$ cat src/stip_pkg.sv
package stip_pkg;

	localparam int BASE_W  = 6;
	localparam int VALUE_W = 32;
	localparam int POS_W   = 16;
	localparam int DIGIT_W = 5;
	localparam int DVAL_W  = 5;
	localparam int PROD_W  = VALUE_W + BASE_W;
	localparam int CNT_W   = $clog2(BASE_W);

	localparam logic [POS_W-1:0] MAX_STRING_LEN = 16'd65535;

	localparam logic [BASE_W-1:0] BASE_RESET = 6'd10;
	localparam logic [BASE_W-1:0] BASE_AUTO  = 6'd0;
	localparam logic [BASE_W-1:0] BASE_OCT   = 6'd8;
	localparam logic [BASE_W-1:0] BASE_DEC   = 6'd10;
	localparam logic [BASE_W-1:0] BASE_HEX   = 6'd16;

	localparam logic [VALUE_W-1:0] LIMIT_POS = 32'h7FFF_FFFF;
	localparam logic [VALUE_W-1:0] LIMIT_NEG = 32'h8000_0000;

	localparam logic [7:0] CH_NUL   = 8'h00;
	localparam logic [7:0] CH_TAB   = 8'h09;
	localparam logic [7:0] CH_LF    = 8'h0A;
	localparam logic [7:0] CH_CR    = 8'h0D;
	localparam logic [7:0] CH_SPACE = 8'h20;
	localparam logic [7:0] CH_PLUS  = 8'h2B;
	localparam logic [7:0] CH_MINUS = 8'h2D;
	localparam logic [7:0] CH_0     = 8'h30;
	localparam logic [7:0] CH_9     = 8'h39;
	localparam logic [7:0] CH_UA    = 8'h41;
	localparam logic [7:0] CH_UF    = 8'h46;
	localparam logic [7:0] CH_UX    = 8'h58;
	localparam logic [7:0] CH_LA    = 8'h61;
	localparam logic [7:0] CH_LF_HEX = 8'h66;
	localparam logic [7:0] CH_LX    = 8'h78;

	localparam logic [DIGIT_W-1:0] NOT_DIGIT = 5'd16;

	typedef enum logic [2:0] {
		PH_IDLE,
		PH_SKIP,
		PH_SIGNED,
		PH_ZERO,
		PH_ZEROX,
		PH_DIGITS
	} phase_t;

	typedef enum logic [1:0] {
		SQ_IDLE,
		SQ_MUL,
		SQ_PUSH
	} seq_t;

	typedef enum logic [1:0] {
		ACT_NONE,
		ACT_MUL,
		ACT_EMIT
	} act_t;

	typedef struct packed {
		logic               load;
		logic [DVAL_W-1:0]  digit;
		logic [VALUE_W-1:0] mcand;
		logic [BASE_W-1:0]  mult;
	} mac_req_t;

	typedef struct packed {
		logic              busy;
		logic [PROD_W-1:0] prod;
	} mac_sts_t;

	function automatic logic [DIGIT_W-1:0] digit_of(input logic [7:0] c);
		logic [DIGIT_W-1:0] d;
		d = NOT_DIGIT;
		if (c >= CH_0 && c <= CH_9) begin
			d = DIGIT_W'(c - CH_0);
		end else if (c >= CH_LA && c <= CH_LF_HEX) begin
			d = DIGIT_W'(c - CH_LA + 8'd10);
		end else if (c >= CH_UA && c <= CH_UF) begin
			d = DIGIT_W'(c - CH_UA + 8'd10);
		end
		return d;
	endfunction

	function automatic logic is_space(input logic [7:0] c);
		return c == CH_SPACE || c == CH_TAB || c == CH_LF || c == CH_CR;
	endfunction

endpackage

$ cat src/string_to_integer_parser_core.sv
// string to 32-bit integer parser, one character per input beat
// input channel: in_valid / in_stall with char_byte and string_start; a beat
//   with string_start high opens a new string and drops any parse in progress
// output channel: out_valid / out_stall with value, end_offset, overflowed and
//   no_digits; at most one result beat per string, at its first terminator or overflow
// config: cfg_we / cfg_wdata write number_base (0 = auto hex, octal, decimal)
// input stall: a space, sign or prefix character causes none; a digit holds the
//   input while the shift-add multiplier walks the 6 base bits, one per cycle,
//   then the overflow check; a terminator holds it until the push state drains
// result path: the beat that ends the number, or the check of an overflowing
//   digit, loads the staging registers, which the push state copies to the output
// stall: the output register holds a finished result while the next input
//   beat is taken; a second result waits in the push state until it drains
// reset: number_base returns to 10, the parser goes idle and waits for a
//   string start, the output register is empty
module string_to_integer_parser_core (
	input  logic        clk,
	input  logic        arst_n,
	input  logic        in_valid,
	output logic        in_stall,
	input  logic [7:0]  char_byte,
	input  logic        string_start,
	output logic        out_valid,
	input  logic        out_stall,
	output logic [31:0] value,
	output logic [15:0] end_offset,
	output logic        overflowed,
	output logic        no_digits,
	input  logic        cfg_we,
	input  logic [5:0]  cfg_wdata
);

	// configuration
	logic [stip_pkg::BASE_W-1:0]  number_base_q;

	// parse state
	stip_pkg::phase_t             phase_q;
	logic                         neg_q;
	logic [stip_pkg::VALUE_W-1:0] acc_q;
	logic [stip_pkg::BASE_W-1:0]  base_q;
	logic [stip_pkg::POS_W-1:0]   pos_q;
	logic                         seen_q;

	// sequencer
	stip_pkg::seq_t               sq_q;
	stip_pkg::seq_t               sq_n;

	// result staging and output register
	logic [stip_pkg::VALUE_W-1:0] res_value_q;
	logic [stip_pkg::POS_W-1:0]   res_end_q;
	logic                         res_ovf_q;
	logic                         res_nod_q;
	logic                         out_valid_q;
	logic [stip_pkg::VALUE_W-1:0] value_q;
	logic [stip_pkg::POS_W-1:0]   end_offset_q;
	logic                         overflowed_q;
	logic                         no_digits_q;

	// next parse values for an accepted beat
	stip_pkg::phase_t             ph_n;
	logic                         neg_n;
	logic [stip_pkg::VALUE_W-1:0] acc_n;
	logic [stip_pkg::BASE_W-1:0]  base_n;
	logic [stip_pkg::POS_W-1:0]   pos_n;
	logic                         seen_n;
	stip_pkg::act_t               act;
	logic [stip_pkg::DIGIT_W-1:0] dig;
	logic [stip_pkg::VALUE_W-1:0] emit_value;
	logic [stip_pkg::POS_W-1:0]   emit_end;
	logic                         emit_nod;

	logic                         accept;
	logic                         out_free;
	logic                         push_load;
	logic                         mac_done;
	logic [stip_pkg::VALUE_W-1:0] limit;
	logic                         ovf;

	stip_pkg::mac_req_t           mac_req;
	stip_pkg::mac_sts_t           mac_sts;

	stip_mac u_mac (
		.clk    (clk),
		.arst_n (arst_n),
		.req    (mac_req),
		.sts    (mac_sts)
	);

	assign accept   = in_valid && !in_stall;
	assign out_free = !out_valid_q || !out_stall;
	assign mac_done = (sq_q == stip_pkg::SQ_MUL) && !mac_sts.busy;
	assign limit    = neg_q ? stip_pkg::LIMIT_NEG : stip_pkg::LIMIT_POS;
	// acc*base + d past the limit is the same test as the cutoff pair
	assign ovf      = mac_sts.prod > stip_pkg::PROD_W'(limit);

	// character decode for one accepted beat
	always_comb begin
		stip_pkg::phase_t ph_e;
		logic [7:0]       c_e;
		logic             first;
		logic             step;
		ph_e       = phase_q;
		c_e        = char_byte;
		ph_n       = phase_q;
		neg_n      = neg_q;
		acc_n      = acc_q;
		base_n     = base_q;
		pos_n      = pos_q;
		seen_n     = seen_q;
		act        = stip_pkg::ACT_NONE;
		dig        = stip_pkg::NOT_DIGIT;
		emit_value = '0;
		emit_end   = '0;
		emit_nod   = 1'b0;
		first      = 1'b0;
		step       = 1'b0;

		if (string_start) begin
			ph_e   = stip_pkg::PH_SKIP;
			neg_n  = 1'b0;
			acc_n  = '0;
			base_n = '0;
			pos_n  = '0;
			seen_n = 1'b0;
		end else begin
			if (pos_q < stip_pkg::MAX_STRING_LEN) begin
				pos_n = pos_q + 16'd1;
			end
			// the character at the length limit reads as a nul
			if (pos_n >= stip_pkg::MAX_STRING_LEN) begin
				c_e = stip_pkg::CH_NUL;
			end
		end
		ph_n = ph_e;

		unique case (ph_e)
			stip_pkg::PH_IDLE: begin
				pos_n = pos_q;
			end
			stip_pkg::PH_SKIP: begin
				if (stip_pkg::is_space(c_e)) begin
					ph_n = stip_pkg::PH_SKIP;
				end else if (c_e == stip_pkg::CH_MINUS) begin
					neg_n = 1'b1;
					ph_n  = stip_pkg::PH_SIGNED;
				end else if (c_e == stip_pkg::CH_PLUS) begin
					ph_n = stip_pkg::PH_SIGNED;
				end else begin
					first = 1'b1;
				end
			end
			stip_pkg::PH_SIGNED: begin
				first = 1'b1;
			end
			stip_pkg::PH_ZERO: begin
				if (c_e == stip_pkg::CH_LX || c_e == stip_pkg::CH_UX) begin
					ph_n = stip_pkg::PH_ZEROX;
				end else begin
					ph_n = stip_pkg::PH_DIGITS;
					step = 1'b1;
				end
			end
			stip_pkg::PH_ZEROX: begin
				if (stip_pkg::digit_of(c_e) != stip_pkg::NOT_DIGIT) begin
					base_n = stip_pkg::BASE_HEX;
					acc_n  = '0;
					seen_n = 1'b0;
					ph_n   = stip_pkg::PH_DIGITS;
					step   = 1'b1;
				end else begin
					// bare prefix: the number is the zero before the x
					act      = stip_pkg::ACT_EMIT;
					ph_n     = stip_pkg::PH_IDLE;
					emit_end = pos_n - 16'd1;
				end
			end
			stip_pkg::PH_DIGITS: begin
				step = 1'b1;
			end
			default: begin
				ph_n = stip_pkg::PH_IDLE;
			end
		endcase

		if (first) begin
			if ((number_base_q == stip_pkg::BASE_AUTO || number_base_q == stip_pkg::BASE_HEX)
					&& c_e == stip_pkg::CH_0) begin
				base_n = (number_base_q == stip_pkg::BASE_AUTO) ? stip_pkg::BASE_OCT
						: stip_pkg::BASE_HEX;
				acc_n  = '0;
				seen_n = 1'b1;
				ph_n   = stip_pkg::PH_ZERO;
			end else begin
				base_n = (number_base_q == stip_pkg::BASE_AUTO) ? stip_pkg::BASE_DEC
						: number_base_q;
				ph_n   = stip_pkg::PH_DIGITS;
				step   = 1'b1;
			end
		end

		if (step) begin
			dig = stip_pkg::digit_of(c_e);
			if ({1'b0, dig} >= base_n) begin
				// terminator
				act        = stip_pkg::ACT_EMIT;
				ph_n       = stip_pkg::PH_IDLE;
				emit_value = neg_n ? (32'd0 - acc_n) : acc_n;
				emit_end   = seen_n ? pos_n : '0;
				emit_nod   = !seen_n;
			end else begin
				act = stip_pkg::ACT_MUL;
			end
		end
	end

	// sequencer next state
	always_comb begin
		sq_n = sq_q;
		unique case (sq_q)
			stip_pkg::SQ_IDLE: begin
				if (accept && act == stip_pkg::ACT_MUL) begin
					sq_n = stip_pkg::SQ_MUL;
				end else if (accept && act == stip_pkg::ACT_EMIT) begin
					sq_n = stip_pkg::SQ_PUSH;
				end
			end
			stip_pkg::SQ_MUL: begin
				if (mac_done) begin
					sq_n = ovf ? stip_pkg::SQ_PUSH : stip_pkg::SQ_IDLE;
				end
			end
			stip_pkg::SQ_PUSH: begin
				if (out_free) begin
					sq_n = stip_pkg::SQ_IDLE;
				end
			end
			default: begin
				sq_n = stip_pkg::SQ_IDLE;
			end
		endcase
	end

	// sequencer outputs
	always_comb begin
		in_stall      = (sq_q != stip_pkg::SQ_IDLE);
		push_load     = (sq_q == stip_pkg::SQ_PUSH) && out_free;
		mac_req.load  = (sq_q == stip_pkg::SQ_IDLE) && accept && (act == stip_pkg::ACT_MUL);
		mac_req.digit = dig[stip_pkg::DVAL_W-1:0];
		mac_req.mcand = acc_n;
		mac_req.mult  = base_n;
	end

	always_ff @(posedge clk or negedge arst_n) begin
		if (!arst_n) begin
			number_base_q <= stip_pkg::BASE_RESET;
		end else if (cfg_we) begin
			number_base_q <= cfg_wdata;
		end
	end

	always_ff @(posedge clk or negedge arst_n) begin
		if (!arst_n) begin
			sq_q    <= stip_pkg::SQ_IDLE;
			phase_q <= stip_pkg::PH_IDLE;
			neg_q   <= 1'b0;
			acc_q   <= '0;
			base_q  <= '0;
			pos_q   <= '0;
			seen_q  <= 1'b0;
		end else begin
			sq_q <= sq_n;
			if (accept) begin
				phase_q <= ph_n;
				neg_q   <= neg_n;
				acc_q   <= acc_n;
				base_q  <= base_n;
				pos_q   <= pos_n;
				seen_q  <= seen_n;
			end else if (mac_done) begin
				if (ovf) begin
					phase_q <= stip_pkg::PH_IDLE;
				end else begin
					acc_q  <= mac_sts.prod[stip_pkg::VALUE_W-1:0];
					seen_q <= 1'b1;
				end
			end
		end
	end

	// result staging, loaded by a terminator or an overflowing digit
	always_ff @(posedge clk) begin
		if (accept && act == stip_pkg::ACT_EMIT) begin
			res_value_q <= emit_value;
			res_end_q   <= emit_end;
			res_ovf_q   <= 1'b0;
			res_nod_q   <= emit_nod;
		end else if (mac_done && ovf) begin
			// saturated value equals the sign-dependent limit
			res_value_q <= limit;
			res_end_q   <= '0;
			res_ovf_q   <= 1'b1;
			res_nod_q   <= 1'b0;
		end
	end

	// output register
	always_ff @(posedge clk or negedge arst_n) begin
		if (!arst_n) begin
			out_valid_q <= 1'b0;
		end else if (push_load) begin
			out_valid_q <= 1'b1;
		end else if (!out_stall) begin
			out_valid_q <= 1'b0;
		end
	end

	always_ff @(posedge clk) begin
		if (push_load) begin
			value_q      <= res_value_q;
			end_offset_q <= res_end_q;
			overflowed_q <= res_ovf_q;
			no_digits_q  <= res_nod_q;
		end
	end

	assign out_valid  = out_valid_q;
	assign value      = value_q;
	assign end_offset = end_offset_q;
	assign overflowed = overflowed_q;
	assign no_digits  = no_digits_q;

endmodule

$ cat src/stip_mac.sv
module stip_mac (
	input  logic                clk,
	input  logic                arst_n,
	input  stip_pkg::mac_req_t  req,
	output stip_pkg::mac_sts_t  sts
);

	logic                          busy_q;
	logic [stip_pkg::CNT_W-1:0]    cnt_q;
	logic [stip_pkg::PROD_W-1:0]   prod_q;
	logic [stip_pkg::PROD_W-1:0]   mcand_q;
	logic [stip_pkg::BASE_W-1:0]   mult_q;

	// one multiplier bit per cycle, lsb first
	always_ff @(posedge clk or negedge arst_n) begin
		if (!arst_n) begin
			busy_q <= 1'b0;
			cnt_q  <= '0;
		end else if (req.load) begin
			busy_q <= 1'b1;
			cnt_q  <= '0;
		end else if (busy_q) begin
			cnt_q <= cnt_q + 1'b1;
			if (cnt_q == stip_pkg::CNT_W'(stip_pkg::BASE_W - 1)) begin
				busy_q <= 1'b0;
			end
		end
	end

	// product starts at the digit so the add of d comes for free
	always_ff @(posedge clk) begin
		if (req.load) begin
			prod_q  <= stip_pkg::PROD_W'(req.digit);
			mcand_q <= stip_pkg::PROD_W'(req.mcand);
			mult_q  <= req.mult;
		end else if (busy_q) begin
			if (mult_q[0]) begin
				prod_q <= prod_q + mcand_q;
			end
			mcand_q <= mcand_q << 1;
			mult_q  <= mult_q >> 1;
		end
	end

	assign sts.busy = busy_q;
	assign sts.prod = prod_q;

endmodule
$ cat config.mk
export PLATFORM = sky130hd
export DESIGN_NAME = string_to_integer_parser_core
export DESIGN_NICKNAME = d
export VERILOG_FILES = /design/src/stip_pkg.sv /design/src/string_to_integer_parser_core.sv /design/src/stip_mac.sv
export SDC_FILE = /design/constraint.sdc
export NUM_CORES = 1
export LEC_CHECK = 0
export ABC_AREA = 0
export BUFFER_PORTS_ARGS = -buffer_cell sky130_fd_sc_hd__buf_4
export CORE_MARGIN = 3
export CORE_UTILIZATION = 29
export CTS_CLUSTER_DIAMETER = 40
export DETAILED_ROUTE_END_ITERATION = 8
export PLACE_DENSITY = 0.54
export SYNTH_ARGS = -nofsm -noshare
export SYNTH_HDL_FRONTEND = slang
export SYNTH_SLANG_ARGS = --single-unit
$ cat constraint.sdc
create_clock -name clk -period 13.85 [get_ports clk]
set_clock_uncertainty 0.15 [all_clocks]
set_input_delay 3.4625 -clock clk [delete_from_list [all_inputs] [get_ports clk]]
set_output_delay 3.4625 -clock clk [all_outputs]
set_load 0.005 [all_outputs]
======== Word-level counts from Yosys, hierarchy flattened ========
Index checks and enable logic that the tools add are counted.
word-level totals
  flip-flop bits (word level) ............. 254
  logic and storage cells ................. 211
  bits of input ports ..................... 20
cells by class
  eq/ne operators ......................... 26
  order comparisons ....................... 10
  mux-type cells .......................... 103
  reductions and logical operators ........ 38
  add/subtract/negate cells ............... 10
operators by type and width
  operator               count
  $mux 32                16
  $mux 16                11
  $mux 5                 10
  $mux 6                 8
  $mux 3                 14
  $add 38x38->38         1
  $gt 38x32->1           1
  $eq 8x6->1 const B     4
  $sub 1x32->32 const A  1
  $mux 1                 29
  $eq 8x4->1 const B     3
  $mux 2                 9
  $add 16x1->16 const B  1
  $eq 8x7->1 const B     2
  $ge 16x16->1 const B   1
  $ge 8x7->1 const B     2
  $le 8x7->1 const B     2
  $lt 16x16->1 const B   1
  $mux 8                 2
  $sub 16x1->16 const B  1
  $logic_and 1x1->1      12
  $pmux 3 s4             1
  $reduce_bool 2->1      6
  $add 5x4->5 const B    2
  other kinds (27)       47

======== Logic depth before layout (Yosys ltp) ========
  depth in word-level cells ............... 26
  gate-level depth with buffers ........... 33
  gate-level depth less buffers ........... 29

======== Hierarchy ========
From an unflattened synthesis, not the netlist that was laid out.
second synthesis, totals
  cells, all modules ...................... 1566
  area, all modules ....................... 15273.4 um^2
modules (own cells, without submodules)
  module                         area an instance (um^2)  times used  cells each
  string_to_integer_parser_core  9798.1                   1           981
  stip_mac                       5475.3                   1           585

======== Least setup slack after synthesis ========
Ideal clock, no wire load.
  path type ............................... input-to-reg
  start ................................... in string_start
  end ..................................... reg res_end_q[0] in the netlist's numbering, enable pin
  stages .................................. 27
  required time ........................... 13.110 ns
  path slack .............................. 4.316 ns
  path buffers ............................ 3
  arrival ................................. 8.793 ns
  path through ............................ a311oi_4 -> o211a_1 -> nand4_1 -> buf_2 -> nand2_1 -> ha_1 -> nor2b_1 -> nand3b_1 -> a2111oi_0 -> o31a_1 -> o21ai_1 -> nor2_1 -> a22oi_1 -> inv_1 -> ha_1 -> nand2b_1 -> a21o_1 -> a21oi_1 -> nor2b_1 -> o21ai_0 -> nand2b_1 -> o311a_4 -> and2_4 -> buf_6 -> o21ai_4 -> buf_6 -> nand2_1
on the way
  word-level cells in the longest chain between the ends .. 17
  elaborated cells between the ends (all ways) .. 63
  classes of those cells .................. add/sub (5); order compare (7); eq/ne (16); mux (25); reduce/logical (10)
RTL lines
  element                                                  line                                            source
  start, declared                                          string_to_integer_parser_core.sv:22             input logic string_start,
  $mux 8                                                   string_to_integer_parser_core.sv:118            if (string_start) begin
  $sub 5x1->5, or another cell as far along                stip_pkg.sv:79, stip_pkg.sv:81
  $add 5x4->5 / $logic_and 1x1->1 (equally long branches)  stip_pkg.sv:79, stip_pkg.sv:81, stip_pkg.sv:80
  $mux 5                                                   stip_pkg.sv:80                                  end else if (c >= CH_UA && c <= CH_UF) begin
  $mux 5                                                   stip_pkg.sv:78                                  end else if (c >= CH_LA && c <= CH_LF_HEX) begin
  $mux 5                                                   stip_pkg.sv:76                                  if (c >= CH_0 && c <= CH_9) begin
  $mux 5                                                   string_to_integer_parser_core.sv:136            unique case (ph_e)
  $ne 5x5->1                                               string_to_integer_parser_core.sv:164            if (stip_pkg::digit_of(c_e) != stip_pkg::NOT_DIGIT) begin
  (+2 left out)                                            n/a
  $mux 6 (*)                                               string_to_integer_parser_core.sv:185            if (first) begin
  named net base_n, one bit                                string_to_integer_parser_core.sv:63             logic [stip_pkg::BASE_W-1:0] base_n;
  $ge 5x6->1 (*)                                           string_to_integer_parser_core.sv:203            if ({1'b0, dig} >= base_n) begin
  $mux 2 (*)                                               string_to_integer_parser_core.sv:203
  $mux 2 (*)                                               string_to_integer_parser_core.sv:201            if (step) begin
  $eq 2x2->1 (*)                                           string_to_integer_parser_core.sv:292            if (accept && act == stip_pkg::ACT_EMIT) begin
  $logic_and 1x1->1 (*)                                    string_to_integer_parser_core.sv:292
  $reduce_bool 2->1 (no line) (*)                          n/a
  end signal, assigned                                     string_to_integer_parser_core.sv:294            res_end_q <= emit_end;
  end, declared                                            string_to_integer_parser_core.sv:50             logic [stip_pkg::POS_W-1:0] res_end_q;
The timed path passes the listed nets; every way through them passes the cells marked *. The select of a mux whose other input is x is not followed.
A chain may end at the register's enable or synchronous reset.

======== Worst setup path after layout ========
  start ................................... in string_start
  end ..................................... reg res_value_q[16] in the netlist's numbering, enable pin
on the way
  word-level cells in the longest chain between the ends .. 17
  elaborated cells between the ends (all ways) .. 63
  classes of those cells .................. add/sub (5); order compare (7); eq/ne (16); mux (25); reduce/logical (10)
RTL lines
  element                                                  line                                            source
  $mux 8                                                   string_to_integer_parser_core.sv:118
  $sub 5x1->5, or another cell as far along                stip_pkg.sv:79, stip_pkg.sv:81
  $add 5x4->5 / $logic_and 1x1->1 (equally long branches)  stip_pkg.sv:79, stip_pkg.sv:81, stip_pkg.sv:80
  $mux 5                                                   stip_pkg.sv:80
  $mux 5                                                   stip_pkg.sv:78
  $mux 5                                                   stip_pkg.sv:76
  $mux 5                                                   string_to_integer_parser_core.sv:136
  $ne 5x5->1                                               string_to_integer_parser_core.sv:164
  (+2 left out)                                            n/a
  $mux 6 (*)                                               string_to_integer_parser_core.sv:185
  named net base_n, one bit                                string_to_integer_parser_core.sv:63
  $ge 5x6->1 (*)                                           string_to_integer_parser_core.sv:203
  $mux 2 (*)                                               string_to_integer_parser_core.sv:203
  $mux 2 (*)                                               string_to_integer_parser_core.sv:201
  $eq 2x2->1 (*)                                           string_to_integer_parser_core.sv:292
  $logic_and 1x1->1 (*)                                    string_to_integer_parser_core.sv:292
  $reduce_bool 2->1 (no line) (*)                          n/a
  end signal, assigned                                     string_to_integer_parser_core.sv:293            res_value_q <= emit_value;
  end signal, assigned                                     string_to_integer_parser_core.sv:299            res_value_q <= limit;
  end, declared                                            string_to_integer_parser_core.sv:49             logic [stip_pkg::VALUE_W-1:0] res_value_q;
Marked as above.

==> results.md <==
- Reg2reg start: pos_q[0]$_DFFE_PN0P_
- Global-route wire length before repair: 63.1 mm
- Clock Root Buffer: clkbuf_16
- Slew headroom: 20.3%
- Min Tclk post-route: 10170 ps
- RSZ-0062 raised after global routing: false
- Initial antenna violation count: 1
- Top FF cell, synth: edfxtp_1
- Final #Nets: 1710
- CTS sink cnt: 254
- Crit-path max FO: 49
- DR pass1 iterations: 8
- Row count: 82
- DIE HEIGHT: 233 µm
- PD cells: 226 nW/µm²
- Share of cells above drive strength 1: 12.3%
- Cts hold-fix bufs: 0
- Post-CTS sizing: 0
- Final Hold Viols: 0
- CP Class: in2reg
- Antenna-violating nets left: 0
- 1st-iter DRT viols: 940
- Post-DP HPWL: 28.2 mm
- Tot GR Track Use: 14.3%
- Core area: 50700 µm²
- Total global routing overflow: 0
- Critical path's slowest cell: a2111oi_0
- Fill count: 5200
- Maxcap violations: 0
- GPL Wtd Cong: 0.871
- Residual DRC count: 0
- Largest net degree at the start of global routing: 74
- Area growth from synthesis to layout: 16.3%
- Crit path DAT: 10040 ps
- Power Total: 3.95 mW
- Hold Crit Class: reg2reg
- FF-to-FF setup slack: 4900 ps
- DP Area: 16100 µm²
- Status: completed
- Ant diodes: 0
- Async SR Flop Fraction: 28.3%
- Final Cell Area: 17500 µm²
- Multi-input logic area: 7560 µm²
- Vias in the first global route: 11400
- Max Clock Freq: 98.3 MHz
- CP endpoint: res_value_q[16]$_DFFE_PP_
- Seq/Total Area, Yosys: 45.8%
- Via-per-instance ratio: 5.13
- Crit. Startpoint: string_start
- Critical Path RT: 13720 ps
- Worst-Margin Slew: 1190 ps
- Reg clk slew, reported paths: 50 ps
- Fin. max-slew vios: 0
- Maximum vdd drop: 108 µV
- Routed wire per std cell: 17.0 µm
- Synthesis Warnings: 0
- I/O Pins: 72
- Worst-Skew Late Latency: 540 ps
- Final hold slack: 256 ps
- Buffers on Ports: 71
- Startpoint Class: input port
- Final wirelength: 39.2 mm
- Synthesized area per cell: 9.60 µm²
- Yosys reg bits: 254
- Clock Path Buffers: 3
- Leakage: 7.20 nW
- CP endpoint kind: flop
- Die area: 54500 µm²
- Cell Area, Synth: 15000 µm²
- H-tree Lvls: 2
- Netlist cell types: 85
- Sum Neg Setup Slack: 0 ps
- Max incr delay on CP: 770 ps
- Post-Syn Instances: 1564
- TritonCTS clock tree: yes
- Syn nets: 1668
- Postcts setup bufs: 0
- Initial Utilization: 29.6%
- Final setup violation count: 0
- Final worst path period share: 73.4%
- Detailed-route via count: 11800
- Critical R2R Capture: res_value_q[16]$_DFFE_PP_
- Reg2reg path depth: 27
- Die width: 233 µm
- Register area: 6870 µm²
- Number of synthesized flops with an enable pin: 142
- Num CTS Buffers: 39
kinds of logic (layout without fill, tap and decap cells):
kind of cell / after synthesis / after routing / synth area share [%]
muxes: 62 / 62 / 4.27
AOI/OAI and AO/OA: 424 / 424 / 18.0
xor gates and xnor gates: 60 / 60 / 3.50
DFF: 254 / 254 / 45.8
and+or+nand+nor: 533 / 533 / 17.3
adders and majority gates: 84 / 84 / 7.05
buffers and inverters: 147 / 219 / 4.17
layout make-up:
class / count / area share, %
tap: 672 / 4.82
timing repair buffer: 84 / 3.61
inverter: 64 / 1.38
clock inverter: 26 / 1.76
multi-input combinational: 1163 / 43.3
sequential: 254 / 39.3
clock buffer: 45 / 5.78
synthesized netlist by cell type (8+ instances only):
master	number	share of area, %
ha_1	83	6.9
xnor2_1	28	1.6
a21oi_1	108	3.6
a221oi_1	10	0.58
nor2_1	109	2.7
a31oi_1	14	0.58
nand2b_1	14	0.58
nand4_1	20	0.83
nor3_1	29	0.97
nor3b_1	14	0.70
edfxtp_1	142	28
mux2_2	16	1.2
a21o_1	33	1.7
dfrtp_1	70	12
xor2_1	32	1.9
nand3b_1	8	0.40
buf_2	26	0.87
dfxtp_1	40	5.3
a211oi_1	13	0.65
o31ai_1	18	0.90
mux2i_1	46	3.1
nor4_1	15	0.63
and3_1	15	0.63
inv_1	63	1.6
nand3_1	25	0.83
o21ai_0	127	4.2
clkbuf_1	45	1.1
or3_1	10	0.42
o21ai_1	14	0.47
nor2b_1	14	0.58
a2bb2oi_1	11	0.64
o21a_1	11	0.55
nand2_1	220	5.5
through the flow:
stage	setup slack [ps]	utilization, %	cells
2_1_floorplan	4320	-	1564
3_3_place_gp	3460	31.9	2237
3_5_place_dp	3100	31.9	2237
4_1_cts	3670	34.4	2308
5_1_grt	2960	34.4	2308
6_report	3680	34.4	2308
layer usage:
| metal | up-vias | GRT usage [%] | share of wire [%] |
|---|---|---|---|
| li1 | 5826 | - | - |
| met1 | 5633 | 20.1 | 47 |
| met2 | 317 | 22.6 | 44 |
| met3 | 69 | 2.71 | 6.3 |
| met4 | 2 | 4.00 | 2.4 |
| met5 | - | 0 | 0.025 |
report_power, final:
group	internal, mW	leakage, nW	switching [mW]
Combinational	0.634	3.95	0.975
Sequential	1.14	2.61	0.214
Clock	0.612	0.638	0.380
Total	2.38	7.20	1.57
registers in the layout, indices dropped and copies added (netlist names), 2 cells and up:
| name | cells |
|---|---|
| end_offset | 16 |
| number_base_q | 6 |
| u_mac.prod_q | 38 |
| base_q | 6 |
| u_mac.cnt_q | 3 |
| u_mac.mcand_q | 38 |
| u_mac.mult_q | 6 |
| pos_q | 16 |
| res_end_q | 16 |
| value | 32 |
| sq_q | 2 |
| acc_q | 32 |
| phase_q | 3 |
| res_value_q | 32 |
worst max-delay path, delay by kind of cell:
| kind | cells | cell delay [ps] |
|---|---|---|
| and+or+nand+nor | 10 | 2720 |
| AOI/OAI and AO/OA | 11 | 3110 |
| buffers and inverters | 2 | 300 |
| adders and majority gates | 2 | 410 |
how the worst min path moves through the flow:
stage                                from                 endpoint  slack, ps  cells after the start
4_1_cts         res_value_q[10]$_DFFE_PP_      value[10]$_DFFE_PP_        260                      0
3_3_place_gp   res_end_q[5]$_SDFFCE_PP0P_  end_offset[5]$_DFFE_PP_        250                      0
6_report        res_value_q[10]$_DFFE_PP_      value[10]$_DFFE_PP_        260                      0
5_1_grt         res_value_q[10]$_DFFE_PP_      value[10]$_DFFE_PP_        260                      0
2_1_floorplan  res_end_q[0]$_SDFFCE_PP0P_  end_offset[0]$_DFFE_PP_        250                      0
3_5_place_dp      res_nod_q$_SDFFCE_PP0P_      no_digits$_DFFE_PP_        250                      0
cell usage in the layout, fill, tap and decap left out, drive strengths merged, types with 6 or more instances in the layout:
master / Yosys / routed
mux2: 16 / 16
nand2b: 14 / 14
nand3b: 8 / 8
and4: 8 / 8
a31oi: 14 / 14
o21a: 11 / 11
o21bai: 7 / 7
nand4: 22 / 22
a211oi: 13 / 13
inv: 63 / 76
nor2b: 14 / 14
o21ai: 142 / 142
a2111oi: 8 / 8
a22oi: 6 / 6
and2: 8 / 8
nand2: 220 / 220
o31ai: 18 / 18
nor3: 29 / 29
a21o: 33 / 33
nand3: 26 / 26
nor3b: 14 / 14
xor2: 32 / 32
a21oi: 108 / 108
xnor2: 28 / 28
and3: 16 / 16
or3: 10 / 10
clkinv: 1 / 7
mux2i: 46 / 46
buf: 35 / 84
dfrtp: 70 / 70
nor2: 110 / 110
a221oi: 10 / 10
edfxtp: 142 / 142
clkbuf: 48 / 45
or2: 6 / 6
a2bb2oi: 11 / 11
nor4: 19 / 19
dfxtp: 40 / 40
ha: 83 / 83
Note: power is estimated with default switching activity, not from simulation.
